[src/hw/rtl/trial_division_prime_test_top_macros.svh]
// ----------------------------------------------------------------------------
// Trial division prime test: assertion macros
// Shared concurrent assertion forms, clocked on clk and disabled in reset.
// ----------------------------------------------------------------------------
`ifndef TRIAL_DIVISION_PRIME_TEST_TOP_MACROS_SVH
`define TRIAL_DIVISION_PRIME_TEST_TOP_MACROS_SVH

// The condition must hold at every clock edge outside reset.
`define TDP_ASSERT(lbl, cond, msg) \
  lbl: assert property (@(posedge clk) disable iff (rst) (cond)) else $error(msg);

// When the antecedent holds, the consequent must hold in the next cycle.
`define TDP_ASSERT_NEXT(lbl, ante, cons, msg) \
  lbl: assert property (@(posedge clk) disable iff (rst) (ante) |=> (cons)) \
    else $error(msg);

`endif

[src/hw/rtl/tdp_pkg.sv]
// ----------------------------------------------------------------------------
// Trial division prime test: package
// Shared constants and the control and status types of the serial divider.
// ----------------------------------------------------------------------------
package tdp_pkg;

  localparam int VALUE_BITS_DEF = 16;

  // Trial divisors start here.
  localparam int FIRST_DIVISOR = 2;

  // Smallest prime; anything below it is not prime.
  localparam int MIN_PRIME = 2;

  typedef struct packed {
    logic start;
  } div_ctrl_t;

  typedef struct packed {
    logic busy;
    logic done;
  } div_stat_t;

endpackage

[src/hw/rtl/tdp_divider.sv]
// ----------------------------------------------------------------------------
// Trial division prime test: serial remainder unit
// Restoring division, one dividend bit per cycle; only the remainder is kept.
// ----------------------------------------------------------------------------
module tdp_divider #(
  parameter int VALUE_BITS = tdp_pkg::VALUE_BITS_DEF
) (
  input  logic                                clk,
  input  logic                                rst,
  input  tdp_pkg::div_ctrl_t                  ctrl,
  input  logic [VALUE_BITS-1:0]               dividend,
  input  logic [(VALUE_BITS+1)/2:0]           divisor,
  output tdp_pkg::div_stat_t                  stat,
  output logic [(VALUE_BITS+1)/2:0]           remainder
);

  localparam int DW    = (VALUE_BITS + 1) / 2 + 1;
  localparam int CNT_W = $clog2(VALUE_BITS + 1);

  logic [CNT_W-1:0]      cnt;
  logic [VALUE_BITS-1:0] shreg;
  logic [DW-1:0]         rem;
  logic [DW-1:0]         rem_next;
  logic                  done;
  logic [DW:0]           trial;

  always_comb begin
    trial = {rem, shreg[VALUE_BITS-1]};
    if (trial >= {1'b0, divisor}) begin
      rem_next = DW'(trial - {1'b0, divisor});
    end else begin
      rem_next = DW'(trial);
    end
  end

  always_ff @(posedge clk) begin
    if (rst) begin
      cnt  <= '0;
      done <= 1'b0;
    end else begin
      done <= 1'b0;
      if (ctrl.start) begin
        cnt   <= CNT_W'(VALUE_BITS);
        shreg <= dividend;
        rem   <= '0;
      end else if (cnt != '0) begin
        rem   <= rem_next;
        shreg <= shreg << 1;
        cnt   <= cnt - CNT_W'(1);
        if (cnt == CNT_W'(1)) begin
          done <= 1'b1;
        end
      end
    end
  end

  assign stat.busy = (cnt != '0);
  assign stat.done = done;
  assign remainder = rem;

endmodule

[src/hw/rtl/trial_division_prime_test_top.sv]
// ----------------------------------------------------------------------------
// Trial division prime test: top level
// Sequencer that drives trial divisors through a single serial divider.
// ----------------------------------------------------------------------------
// One value is tested at a time. Divisors d = 2, 3, ... are tried while d*d
// does not exceed the value; the first zero remainder ends the test as not
// prime, and 0 and 1 are reported as not prime. Each trial runs through the
// serial divider, one dividend bit per cycle. A test makes k trials, with k
// at most floor(sqrt(value)) - 1. The square d*d is tracked by an adder, not
// a multiplier. A finished result waits in an output register, and the next
// value can be transferred in meanwhile.
module trial_division_prime_test_top #(
  parameter int VALUE_BITS = tdp_pkg::VALUE_BITS_DEF
) (
  input  logic                  clk,
  input  logic                  rst,
  input  logic                  in_valid,
  output logic                  in_ready,
  input  logic [VALUE_BITS-1:0] value,
  output logic                  out_valid,
  input  logic                  out_ready,
  output logic                  is_prime
);

`include "trial_division_prime_test_top_macros.svh"

  localparam int DW   = (VALUE_BITS + 1) / 2 + 1;
  localparam int SQ_W = 2 * DW;

  typedef enum logic [1:0] {
    ST_IDLE,
    ST_CHECK,
    ST_DIV,
    ST_RESULT
  } state_t;

  state_t             state;
  logic [VALUE_BITS-1:0] v;
  logic [DW-1:0]      d;
  logic [SQ_W-1:0]    sq;
  logic               prime_r;
  tdp_pkg::div_ctrl_t div_ctrl;
  tdp_pkg::div_stat_t div_stat;
  logic [DW-1:0]      rem;
  logic               div_active;

  tdp_divider #(
    .VALUE_BITS(VALUE_BITS)
  ) u_div (
    .clk      (clk),
    .rst      (rst),
    .ctrl     (div_ctrl),
    .dividend (v),
    .divisor  (d),
    .stat     (div_stat),
    .remainder(rem)
  );

  assign in_ready = (state == ST_IDLE);

  always_ff @(posedge clk) begin
    if (rst) begin
      state          <= ST_IDLE;
      out_valid      <= 1'b0;
      div_ctrl.start <= 1'b0;
    end else begin
      if (out_valid && out_ready) begin
        out_valid <= 1'b0;
      end
      unique case (state)
        ST_IDLE: begin
          if (in_valid) begin
            v     <= value;
            d     <= DW'(tdp_pkg::FIRST_DIVISOR);
            sq    <= SQ_W'(tdp_pkg::FIRST_DIVISOR * tdp_pkg::FIRST_DIVISOR);
            state <= ST_CHECK;
          end
        end
        ST_CHECK: begin
          if (v < VALUE_BITS'(tdp_pkg::MIN_PRIME)) begin
            prime_r <= 1'b0;
            state   <= ST_RESULT;
          end else if (sq > SQ_W'(v)) begin
            prime_r <= 1'b1;
            state   <= ST_RESULT;
          end else begin
            div_ctrl.start <= 1'b1;
            state          <= ST_DIV;
          end
        end
        ST_DIV: begin
          div_ctrl.start <= 1'b0;
          if (div_stat.done) begin
            if (rem == '0) begin
              prime_r <= 1'b0;
              state   <= ST_RESULT;
            end else begin
              // (d + 1)^2 = d^2 + 2d + 1
              d     <= d + DW'(1);
              sq    <= sq + SQ_W'({d, 1'b0}) + SQ_W'(1);
              state <= ST_CHECK;
            end
          end
        end
        ST_RESULT: begin
          if (!out_valid || out_ready) begin
            out_valid <= 1'b1;
            is_prime  <= prime_r;
            state     <= ST_IDLE;
          end
        end
        default: state <= ST_IDLE;
      endcase
    end
  end

  assign div_active = div_ctrl.start || div_stat.busy || div_stat.done;

  `TDP_ASSERT(a_ready_not_dividing, !(in_ready && div_stat.busy), "ready while dividing")
  `TDP_ASSERT_NEXT(a_busy_after_accept, in_valid && in_ready, !in_ready, "ready after transfer")
  `TDP_ASSERT(a_div_running, state != ST_DIV || div_active, "divider idle during trial")
  `TDP_ASSERT(a_square_tracks, state != ST_CHECK || sq == SQ_W'(d) * SQ_W'(d), "square mismatch")

endmodule
[config.mk]
export PLATFORM = sky130hd
export DESIGN_NAME = trial_division_prime_test_top
export DESIGN_NICKNAME = d
export VERILOG_FILES = /design/src/hw/rtl/tdp_pkg.sv /design/src/hw/rtl/tdp_divider.sv /design/src/hw/rtl/trial_division_prime_test_top.sv
export VERILOG_INCLUDE_DIRS = /design/src /design/src/hw/rtl
export SDC_FILE = /design/constraint.sdc
export NUM_CORES = 1
export LEC_CHECK = 0
export BUFFER_PORTS_ARGS = -buffer_cell sky130_fd_sc_hd__clkbuf_2
export CORE_MARGIN = 2
export CORE_UTILIZATION = 47
export DETAILED_ROUTE_END_ITERATION = 8
export PLACE_DENSITY = 0.73
export SLEW_MARGIN = 25
export SYNTH_ARGS = -nofsm -noshare
export SYNTH_HDL_FRONTEND = slang
export SYNTH_SLANG_ARGS = --single-unit
[constraint.sdc]
create_clock -name clk -period 14.5 [get_ports clk]
set_clock_uncertainty 0.2 [all_clocks]
set_input_delay 0.725 -clock clk [delete_from_list [all_inputs] [get_ports clk]]
set_output_delay 0.725 -clock clk [all_outputs]
set_load 0.05 [all_outputs]
==> results by group, run 1 <==
Job
  • Total of max-cap violations: 0

Setup path
  • CP max FO: 28
  • Crit Reg-Reg Startpoint: state[0]
  • Reg-to-reg endpoint: prime_r
  • FF-to-FF setup slack: 11.18 ns
  • Critical path class: flip-flop to flip-flop
  • WP data required: 14.35 ns
  • Type of destination of the critical path: flip-flop
  • R2R depth: 7
  • Crit path DAT: between 3 and 4 ns
  • Critical path launch point type: flip-flop

CTS
  • # hold bufs at CTS: 0
  • CTS tree: built
  • # resized after CTS: 0
  • CTS Buffer Depth: 2
  • Clk_lat worst skew: 0.36 ns
  • H-tree Lvls: 3
  • Clock sink count: 80
  • Post-CTS Setup Bufs: 0
  • Worst-path clk slew: 0.09 ns
  • Num CTS Buffers: 9
  • Root buffer cell: clkbuf_8

Power and ir drop
  • Seq pwr share: around 39%
  • Logic pwr share: 44.6%
  • P_leak: 2.04 nW
  • Int Pwr: 0.000673 W
  • Cell Pwr Density: around 210 nW/um^2
  • Sw Share: 39.6%
  • Power consumption: ~0.0011 W
  • Clock network fraction of design power: 16.9%
  • Maximum vdd ir drop: 0.121 mV
  • Psw: 0.000440 W

Global route
  • First-pass GRT wire length: 16,100 um
  • Vias in the first global route: between 3,000 and 4,000
  • Initial antenna violation count: 0
  • Largest net degree at the start of global routing: 29
  • Total track usage: 18.2%
  • Total gr overflow: 0

Yosys
  • Post-synth net total: 511
  • Syn Std Cell Area: 4800 um^2
  • Post-synth EDFFs: 70
  • Post-synthesis sequential area ratio: roughly 48%
  • Commonest register cell after synthesis: edfxtp_1
  • Synth Instances: 447
  • Synthesized area per cell: approximately 11 um^2
  • Synth cell types: 54
  • #FFs+latches synth: 80
  • Yosys warning total: 0
  • Post-synth ARST share: 0%

STA
  • RSZ-0062 raised after global routing: false
  • Worst Max-Slew Pin Slew: 0.777 ns
  • Setup TNS: 0 ns
  • # setup viols final: 0
  • F_max: 0.301 GHz
  • Worst hold margin: 0.240 ns
  • Slew Limit Fails: 0
  • Fin. Hold Viols: 0
  • Worst slew margin: 48.1%
  • Fin crit share: 22.9%
  • Min cycle time layout: 3.32 ns

Detailed routing
  • DR iter-0 viols: 303
  • Total number of vias: approximately 3,400
  • Drt drc: 0
  • Vias per cell: 5.59
  • Total iterations of the first detailed-routing run: 4
  • Routed wire per std cell: 15.4 um
  • Antenna viol nets, final: 0
  • Final WL: 9400 um

Worst hold path
  • WHS Endpoint: is_prime
  • Worst Hold Path Cells: 0
  • Min-Delay Startpoint: prime_r
  • Hold Path Class: flip-flop to flip-flop

Die
  • Height of the chip: 105 um
  • Row count: 36
  • Initial Util: 48.9%
  • DIE WIDTH: approximately 110 um
  • Die Area: ~11,000 um^2
  • I/O pin count: 23
  • Core Box Area: a little under 10,000 um^2

Placed design
  • IO Port Bufs: 22
  • RePlAce Congestion: roughly 0.84
  • Placed Instances: 595
  • Hpwl dp: 6930 um

Cells and area
  • Layout area overhead: 10.5%
  • Share of cells above drive strength 1: 13.4%
  • Final #Nets: ~540
  • Number of diodes: 0
  • Post-Layout Cell Count: ~600
  • FILL cells: 865
  • Final cell utilization of the core: roughly 54%

Run status
  • Status: finished, final reports clean
-- cell usage after synthesis (4+ instances only) --
cell,n,area share [%]
edfxtp_1,70,44
nor2_1,48,3.8
ha_1,42,11
inv_1,37,2.9
a21oi_1,27,2.8
nand2_1,25,2.0
xnor2_1,17,3.1
mux2_2,16,3.8
nor2b_1,13,1.7
nand3_1,12,1.3
nor3_1,12,1.3
o21ai_0,11,1.1
dfxtp_1,10,4.2
o21a_1,8,1.3
clkbuf_1,7,0.55
nand4_1,7,0.91
a211oi_1,6,0.94
mux2i_1,5,1.0
nand4b_1,5,0.91
nor4_1,5,0.65
xor2_1,4,0.73
-- worst max-delay path, cell delays in order, from the launching register on --
cell and delay [ns]:
dfxtp_1 0.36, inv_1 0.11, ha_1 0.60, inv_2 0.40
or4_1 0.57, nor4_2 0.37, nand2b_1 0.10, a211oi_1 0.28
-- worst max path at each step --
| stage | startpoint | slack [ns] | cells after the start | endpoint |
|---|---|---|---|---|
| 2_1_floorplan | state[1] | 8.34 | 4 | d[0] |
| 3_3_place_gp | state[0] | 11.37 | 7 | prime_r |
| 3_5_place_dp | state[0] | 11.22 | 7 | prime_r |
| 4_1_cts | state[0] | 11.21 | 7 | prime_r |
| 5_1_grt | state[0] | 10.92 | 7 | prime_r |
| 6_report | state[0] | 11.18 | 7 | prime_r |
-- sequential cells by signal (all words and copies together) (netlist names) --
name,cells
d,9
div_ctrl,1
is_prime,1
out_valid,1
prime_r,1
sq,18
state,2
u_div.cnt,5
u_div.done,1
u_div.remainder,9
u_div.shreg,16
v,16
-- metrics by stage --
stage               setup WS [ns]  cell area [um^2]
CTS                         11.21              5300
global placement            11.37              5060
finish                      11.18              5300
detailed placement          11.22              5070
global route                10.92              5300
floorplan                    8.34              4800
-- placed cells by master (no fill, tap or decap), types with 3 or more instances in the layout --
master    Yosys  routed
inv_1        37      37
a21o_1        3       3
o21ai_0      11      11
o21a_1        8       8
or3_1         3       3
nand3_1      12      12
nand2_1      25      25
xor2_1        4       4
ha_1         42      42
nor2b_1      13      13
nand4b_1      5       5
clkbuf_2      0      22
nand2b_1      3       3
nor2_1       48      48
and3_1        3       3
a211oi_1      6       6
mux2_2       16      16
edfxtp_1     70      70
nand4_1       7       7
o31a_1        3       3
or4_1         3       3
a21oi_1      27      27
nor4_1        5       5
xnor2_1      17      17
mux2i_1       5       5
nor3_1       12      12
and4_1        3       3
clkbuf_8      0       9
dfxtp_1      10       9
a311o_1       3       3
-- per-layer routing --
layer  GRT usage, %  wire length (um)  vias to the layer above
met5              0                 0                        -
met4           7.71               191                        0
met3           3.43               462                       17
met2           29.4              4450                       85
met1           24.1              4290                     1615
li1               -                 -                     1697
-- layout make-up --
cell class              count  area (um^2)  share of cell area [%]
flip-flops and latches     80         2300                    43.5
multi-input cells         320         2330                    44.1
clock buffers               9          124                    2.34
well taps                 133          166                    3.14
clock inverters             7          103                    1.94
repair buffers             24          125                    2.36
inverters                  38          143                    2.69
-- cell families after synthesis --
| kind of cell | Yosys count | synth area share, % |
|---|---|---|
| compound gates | 83 | 11.7 |
| xor+xnor | 21 | 3.83 |
| fa+ha+maj | 44 | 11.8 |
| buf+inv | 47 | 3.83 |
| flops | 80 | 48.0 |
| mux | 21 | 4.80 |
| simple gates | 151 | 16.0 |
-- power by group through the flow --
stage	sequential (W)	clock (W)	combinational [W]
4_1_cts	0.000428	0.000190	0.000495
2_1_floorplan	0.000407	0	0.000404
3_5_place_dp	0.000433	0	0.000491
6_report	0.000429	0.000188	0.000497
3_3_place_gp	0.000430	0	0.000470
5_1_grt	0.000439	0.000199	0.000561
No activity file was read; power rests on OpenSTA's default activity.
==> run 2, diff against run 1 <==
--- a/config.mk
+++ b/config.mk
@@ -6,11 +6,12 @@
 export SDC_FILE = /design/constraint.sdc
 export NUM_CORES = 1
 export LEC_CHECK = 0
+export ABC_AREA = 1
 export BUFFER_PORTS_ARGS = -buffer_cell sky130_fd_sc_hd__clkbuf_2
 export CORE_MARGIN = 2
 export CORE_UTILIZATION = 47
 export DETAILED_ROUTE_END_ITERATION = 8
-export PLACE_DENSITY = 0.73
+export PLACE_DENSITY = 0.75
 export SLEW_MARGIN = 25
 export SYNTH_ARGS = -nofsm -noshare
 export SYNTH_HDL_FRONTEND = slang
==> constraint.sdc (replaced) <==
create_clock -name clk -period 2.7 [get_ports clk]
set_clock_uncertainty 0.2 [all_clocks]
set_input_delay 0.135 -clock clk [delete_from_list [all_inputs] [get_ports clk]]
set_output_delay 0.135 -clock clk [all_outputs]
set_load 0.05 [all_outputs]
==> results by group, run 2 <==
Detailed routing
  • Post-Route M1 WL: 4540 um (+5.6%)
  • DR iter-0 viols: 195 (-36%)
  • Met3 wire len: 429 um (-7.1%)
  • Antenna viol nets, final: 0 (unchanged)
  • Total iterations of the first detailed-routing run: 5 (+1)
  • Total number of vias: 3,722 (+9.0%)
  • Highest routed metal layer: met4
  • Met2 WL: 4860 um (+9.1%)
  • Final WL: 10,200 um (+8.2%)
  • Vias per cell: 5.21 (-6.8%)
  • Drt drc: 0 (unchanged)
  • Routed wire per std cell: 14.2 um (-7.6%)

Cells and area
  • Most frequent cells in the layout: nand2_1 (98), inv_1 (72), edfxtp_1 (70)
  • Largest Register: sq
  • Max reg flops: 18 (unchanged)
  • Number of diodes: 0 (unchanged)
  • Final #Nets: 641 (+19%)
  • Layout area overhead: 14.6%
  • FILL cells: 838 (-3.1%)
  • Largest regs: sq (18), u_div.shreg (16), v (16)
  • Most common cell after layout, fill and taps aside: nand2_1
  • Share of cells above drive strength 1: 10.5% (-2.9 points)

Yosys
  • Commonest register cell after synthesis: edfxtp_1
  • #FFs+latches synth: 80 (unchanged)
  • Main combinational cell family by area after synthesis: simple AND/OR/NAND/NOR gates
  • Post-synth ARST share: 0% (unchanged)
  • Synth Area in XOR/XNOR: 1.47% (-2.4 points)
  • Top cell type by total area after synthesis: edfxtp_1
  • Post-synthesis sequential area ratio: 48.3% (+0.31 points)
  • Syn Std Cell Area: 4770 um^2 (-0.65%)
  • Yosys warning total: 0 (unchanged)
  • Synthesized area per cell: 9.03 um^2 (-16%)
  • Area share of fa/ha/maj cells after synthesis: 11.9% (+0.077 points)
  • Post-synth EDFFs: 70 (unchanged)
  • Synth Instances: 528 (+18%)
  • Top post-synthesis cells by count: nand2_1 (98), inv_1 (73), edfxtp_1 (70)
  • Synth cell types: 39 (-28%)
  • Yosys top cell area share: 44.1% (+0.29 points)
  • Compound-cell area share of the yosys netlist: 13.5% (+1.7 points)
  • Post-synth net total: 592 (+16%)
  • Post-synthesis mux area share: 0% (-4.8 points)
  • Top cells by area, synth: edfxtp_1 (44%), ha_1 (11%), nand2_1 (7.7%), inv_1 (5.7%), a21oi_1 (4.7%)
  • Most frequent cell after synthesis: nand2_1
  • Simple-gate share of the synthesized area: 17.7% (+1.7 points)

Die
  • Die Area: 11,000 um^2 (-0.63%)
  • Core Box Area: 9820 um^2 (unchanged)
  • Row count: 36 (unchanged)
  • DIE WIDTH: 105 um (-0.31%)
  • Height of the chip: 105 um (-0.31%)
  • Initial Util: 48.5% (-0.32 points)
  • I/O pin count: 23 (unchanged)

Run status
  • Status: finished, final reports clean

STA
  • RSZ-0062 raised after global routing: false
  • F_max: 0.400 GHz (+33%)
  • Setup TNS: 0 ns (unchanged)
  • Fin. Hold Viols: 0 (unchanged)
  • Slew Limit Fails: 0 (unchanged)
  • Fin crit share: 92.6% (+70 points)
  • Worst Max-Slew Pin Slew: 0.918 ns (+0.141 ns)
  • Worst hold margin: 0.0717 ns (-0.169 ns)
  • Min cycle time layout: 2.50 ns (-0.817 ns)
  • Worst slew margin: 38.4% (-9.7 points)
  • # setup viols final: 0 (unchanged)

Global route
  • First-pass GRT wire length: 17,200 um (+6.8%)
  • Total track usage: 19.7% (+1.5 points)
  • Largest net degree at the start of global routing: 40 (+38%)
  • Initial antenna violation count: 0 (unchanged)
  • Total gr overflow: 0 (unchanged)
  • Vias in the first global route: 3,758 (+9.1%)

Job
  • Total of max-cap violations: 0 (unchanged)

Setup path
  • Critical path launch point type: flip-flop
  • WP buf/inv: 0 (-2)
  • Largest stage delay on the critical path: 0.42 ns (-0.18 ns)
  • CP max FO: 16 (-43%)
  • Critical path class: flip-flop to flip-flop
  • Worst path cell trace: ha_1, fa_1, nand3b_1, nand2_1, nand2_1, o211ai_1, nand2_2, nand2_4, o21ai_0, a31oi_1
  • CP delay by family, top: adder cells
  • Crit path max-delay cell type: fa_1
  • WP data required: 2.71 ns (-11.64 ns)
  • Type of destination of the critical path: flip-flop
  • Crit path DAT: 2.51 ns (-0.66 ns)
  • CP dominant cell by count: nand2_1

Power and ir drop
  • Cell Pwr Density: 1120 nW/um^2 (+430%)
  • P_leak: 2.34 nW (+15%)
  • Maximum vdd ir drop: 0.456 mV (+280%)

CTS
  • Num CTS Buffers: 9 (unchanged)
  • CTS Buffer Depth: 2 (unchanged)
  • Worst-path clk slew: 0.09 ns (about the same)
  • Clk_lat worst skew: 0.36 ns (about the same)
  • # resized after CTS: 0 (unchanged)
  • Root buffer cell: clkbuf_8
  • CTS tree: built
  • H-tree Lvls: 3 (unchanged)
  • Clock sink count: 80 (unchanged)

Placed design
  • RePlAce Congestion: 0.886 (+5.9%)
  • IO Port Bufs: 22 (unchanged)
  • Hpwl dp: 7390 um (+6.7%)

Worst hold path
  • Hold Path Class: input pin to flip-flop
-- run 2: cell types whose count changed after synthesis, moves of 12 or more --
| cell | before | now |
|---|---|---|
| a21oi_1 | 27 | 45 |
| inv_1 | 37 | 73 |
| mux2_2 | 16 | 0 |
| nand2_1 | 25 | 98 |
| nor2b_1 | 13 | 0 |
| o21ai_0 | 11 | 40 |
| xnor2_1 | 17 | 5 |
-- run 2: area by class of cell --
type | count | area [um^2] | share of cell area, %
timing repair buffer | 46 | 348 | 6.37
tap | 133 | 166 | 3.05
clock inverter | 6 | 90.1 | 1.65
inverter | 77 | 289 | 5.29
sequential | 80 | 2300 | 42.1
multi-input combinational | 363 | 2140 | 39.2
clock buffer | 10 | 128 | 2.34
-- run 2: cell families after synthesis --
kind of cell,after synthesis
AOI/OAI and AO/OA,112
xor gates and xnor gates,8
adders and majority gates,44
buffers and inverters,85
DFF,80
and+or+nand+nor,199
-- run 2: final timing paths --
kind,startpoint,end,slack (ns),cells after the start
setup / recovery,d[0],u_div.remainder[6],0.20,10
hold / removal,in_valid,state[1],0.07,7
hold reg to reg,prime_r,is_prime,0.26,0
setup reg to reg,d[0],u_div.remainder[6],0.20,10
-- run 2: power breakdown --
| group | switching (W) | internal [W] | total (W) |
|---|---|---|---|
| combinational | 0.00179 | 0.00103 | 0.00281 |
| clock | 0.000468 | 0.000526 | 0.000995 |
| sequential | 0.000317 | 0.00197 | 0.00229 |
| total | 0.00257 | 0.00353 | 0.00610 |
-- run 2: through the flow --
stage | std cells | instance area, um^2 | power, W | util, % | worst slack, ns
3_5_place_dp | 680 | 5060 | 0.00505 | 51.5 | 0.133
6_report | 715 | 5460 | 0.00610 | 55.6 | 0.200
5_1_grt | 715 | 5460 | 0.00661 | 55.6 | 0.0245
4_1_cts | 714 | 5460 | 0.00607 | 55.6 | 0.0996
2_1_floorplan | 528 | 4780 | 0.00440 | - | 0.0388
3_3_place_gp | 680 | 5060 | 0.00489 | 51.5 | 0.257
-- run 2: repair_timing --
action	in CTS	in global routing
endpoints found under the setup margin	0	5
setup buffers	0	1
hold endpoints to repair	19	0
hold buffers	18	0
-- run 2: per-layer routing --
metal  global-route usage, %  up-vias
li1                        -     1904
met1                    24.5     1690
met2                    32.5       97
met3                    5.24       31
met4                    8.57        0
met5                       0        -
-- run 2: worst register-to-register path, cell delays in order, from the launching register on --
cell	delay, ns
edfxtp_1	0.40
ha_1	0.25
fa_1	0.43
nand3b_1	0.18
nand2_1	0.14
nand2_1	0.06
o211ai_1	0.12
nand2_2	0.11
nand2_4	0.17
o21ai_0	0.10
a31oi_1	0.19
==> run 3, diff against run 2 <==
--- a/config.mk
+++ b/config.mk
@@ -11,7 +11,7 @@
 export CORE_MARGIN = 2
 export CORE_UTILIZATION = 47
 export DETAILED_ROUTE_END_ITERATION = 8
-export PLACE_DENSITY = 0.75
+export PLACE_DENSITY = 0.61
 export SLEW_MARGIN = 25
 export SYNTH_ARGS = -nofsm -noshare
 export SYNTH_HDL_FRONTEND = slang
==> constraint.sdc (replaced) <==
create_clock -name clk -period 3.2 [get_ports clk]
set_clock_uncertainty 0.2 [all_clocks]
set_input_delay 0.16 -clock clk [delete_from_list [all_inputs] [get_ports clk]]
set_output_delay 0.16 -clock clk [all_outputs]
set_load 0.005 [all_outputs]
==> results by group, run 3 (synthesized netlist as in run 2, its figures left out) <==
Setup path
  • R2R depth: 7 (-3)
  • WP buf/inv: 4 (+4)
  • Crit path DAT: 2.41 ns (-0.10 ns)
  • Critical path launch point type: flip-flop
  • Worst path cell trace: inv_1, ha_1, inv_2, buf_4, nor2_1, nor4_4, buf_4
  • Crit path max-delay cell type: ha_1
  • CP dominant cell by count: buf_4
  • CP max FO: 27 (+11)
  • FF-to-FF setup slack: 0.61 ns (+0.41 ns)
  • CP delay by family, top: buffers and inverters
  • Crit Reg-Reg Startpoint: state[0]
  • Reg-to-reg endpoint: sq[9]
  • Type of destination of the critical path: flip-flop
  • WP data required: 3.02 ns (+0.31 ns)
  • Largest stage delay on the critical path: 0.45 ns (+0.03 ns)
  • Critical path class: flip-flop to flip-flop

STA
  • Worst Max-Slew Pin Slew: 0.951 ns (+0.0329 ns)
  • Slew Limit Fails: 0 (unchanged)
  • Fin. Hold Viols: 0 (unchanged)
  • Worst slew margin: 36.2% (-2.2 points)
  • Worst hold margin: 0.125 ns (+0.0534 ns)
  • Fin crit share: 80.9% (-12 points)
  • F_max: 0.386 GHz (-3.4%)
  • Min cycle time layout: 2.59 ns (+0.0890 ns)
  • RSZ-0062 raised after global routing: false
  • # setup viols final: 0 (unchanged)
  • Setup TNS: 0 ns (unchanged)

CTS
  • H-tree Lvls: 3 (unchanged)
  • Root buffer cell: clkbuf_8
  • Clock sink count: 80 (unchanged)
  • CTS tree: built
  • Num CTS Buffers: 9 (unchanged)
  • Clk_lat worst skew: 0.36 ns (about the same)
  • Post-CTS Setup Bufs: 0 (unchanged)
  • CTS Buffer Depth: 2 (unchanged)
  • Worst-path clk slew: 0.09 ns (about the same)

Cells and area
  • Largest Register: sq
  • Number of diodes: 0 (unchanged)
  • Final cell utilization of the core: 55.1% (-0.51 points)
  • Max reg flops: 18 (unchanged)
  • Multi-input logic area: 2140 um^2 (-0.12%)
  • Share of cells above drive strength 1: 10.2% (-0.33 points)
  • Final #Nets: 640 (-0.16%)
  • Most frequent cells in the layout: nand2_1 (98), inv_1 (72), edfxtp_1 (70)
  • Layout area overhead: 13.6%
  • Most common cell after layout, fill and taps aside: nand2_1
  • Final non-filler cell area: 5410 um^2 (-0.92%)
  • FILL cells: 909 (+8.5%)
  • Reg area: 2300 um^2 (unchanged)
  • Largest regs: sq (18), u_div.shreg (16), v (16)

Detailed routing
  • Total number of vias: 3,605 (-3.1%)
  • Vias per cell: 5.05 (-3.0%)
  • DR iter-0 viols: 165 (-15%)
  • Routed wire per std cell: 14.0 um (-1.5%)
  • Final WL: 10,000 um (-1.7%)
  • Total iterations of the first detailed-routing run: 4 (-1)
  • Antenna viol nets, final: 0 (unchanged)
  • Drt drc: 0 (unchanged)

Die
  • I/O pin count: 23 (unchanged)
  • Row count: 36 (unchanged)
  • Initial Util: 48.5% (unchanged)
  • Height of the chip: 105 um (unchanged)
  • DIE WIDTH: 105 um (unchanged)
  • Core Box Area: 9820 um^2 (unchanged)
  • Die Area: 11,000 um^2 (unchanged)

Worst hold path
  • WHS Endpoint: state[1]
  • Hold Path Class: input pin to flip-flop
  • Worst Hold Path Cells: 7 (unchanged)
  • Min-Delay Startpoint: in_valid

Power and ir drop
  • Cell Pwr Density: 909 nW/um^2 (-19%)
  • Power consumption: 0.00492 W (-19%)
  • P_leak: 2.33 nW (-0.65%)
  • Psw: 0.00210 W (-18%)
  • Seq pwr share: 39.3% (+1.7 points)
  • Int Pwr: 0.00282 W (-20%)
  • Maximum vdd ir drop: 0.360 mV (-21%)
  • Logic pwr share: 46.1% (about the same)
  • Sw Share: 42.7% (+0.50 points)
  • Clock network fraction of design power: 14.5% (-1.8 points)

Placed design
  • Placed cell area: 5040 um^2 (-0.45%)
  • Hpwl dp: 7530 um (+1.9%)
  • IO Port Bufs: 22 (unchanged)
  • RePlAce Congestion: 0.871 (-1.6%)

Job
  • Total of max-cap violations: 0 (unchanged)

Global route
  • Total track usage: 19.0% (-0.79 points)
  • Total gr overflow: 0 (unchanged)
  • Vias in the first global route: 3,443 (-8.4%)
  • First-pass GRT wire length: 16,600 um (-3.8%)
  • Largest net degree at the start of global routing: 40 (unchanged)
  • Initial antenna violation count: 0 (unchanged)

Run status
  • Status: finished, final reports clean
## run 3: how the worst max path moves through the flow
| stage | slack, ns | end | start | cells after the start |
|---|---|---|---|---|
| 2_1_floorplan | 0.02 | d[0] | state[0] | 8 |
| 3_3_place_gp | 0.69 | sq[9] | state[0] | 7 |
| 3_5_place_dp | 0.60 | sq[9] | state[0] | 7 |
| 4_1_cts | 0.59 | sq[7] | state[0] | 7 |
| 5_1_grt | 0.39 | sq[7] | state[0] | 8 |
| 6_report | 0.61 | sq[9] | state[0] | 7 |
## run 3: layout make-up
class	instances	share of cell area [%]
repair buffers	45	6.10
inverters	77	5.34
clock inverters	6	0.924
flip-flops and latches	80	42.5
clock buffers	10	2.54
multi-input cells	363	39.5
well taps	133	3.07
## run 3: power by group through the flow
stage / Combinational (W) / Sequential, W / Clock, W
6_report: 0.00227 / 0.00193 / 0.000715
5_1_grt: 0.00261 / 0.00198 / 0.000777
4_1_cts: 0.00228 / 0.00194 / 0.000736
3_5_place_dp: 0.00224 / 0.00196 / 0
3_3_place_gp: 0.00217 / 0.00195 / 0
2_1_floorplan: 0.00182 / 0.00185 / 0
## run 3: per-stage QoR
step	setup WS [ns]	instances
4_1_cts	0.585	714
6_report	0.611	714
3_3_place_gp	0.695	679
5_1_grt	0.389	714
2_1_floorplan	0.0178	528
3_5_place_dp	0.603	679
## run 3: metal layers
layer,global-route usage (%),up-vias,share of wire [%]
met5,0,-,0
met4,5.71,0,2.4
met3,4.43,19,2.8
met2,31.3,54,46
met1,24.9,1633,48
li1,-,1899,-
## run 3: repair_timing
action,in CTS,in global routing
resized for setup,0,0
hold buffers,19,0
endpoints found under the hold margin,18,0
endpoints found under the setup margin,0,0
## run 3: worst reg2reg max path: stages, from the launching register on
cell,delay [ns]
dfxtp_1,0.44
inv_1,0.10
ha_1,0.45
inv_2,0.15
buf_4,0.23
nor2_1,0.11
nor4_4,0.20
buf_4,0.38
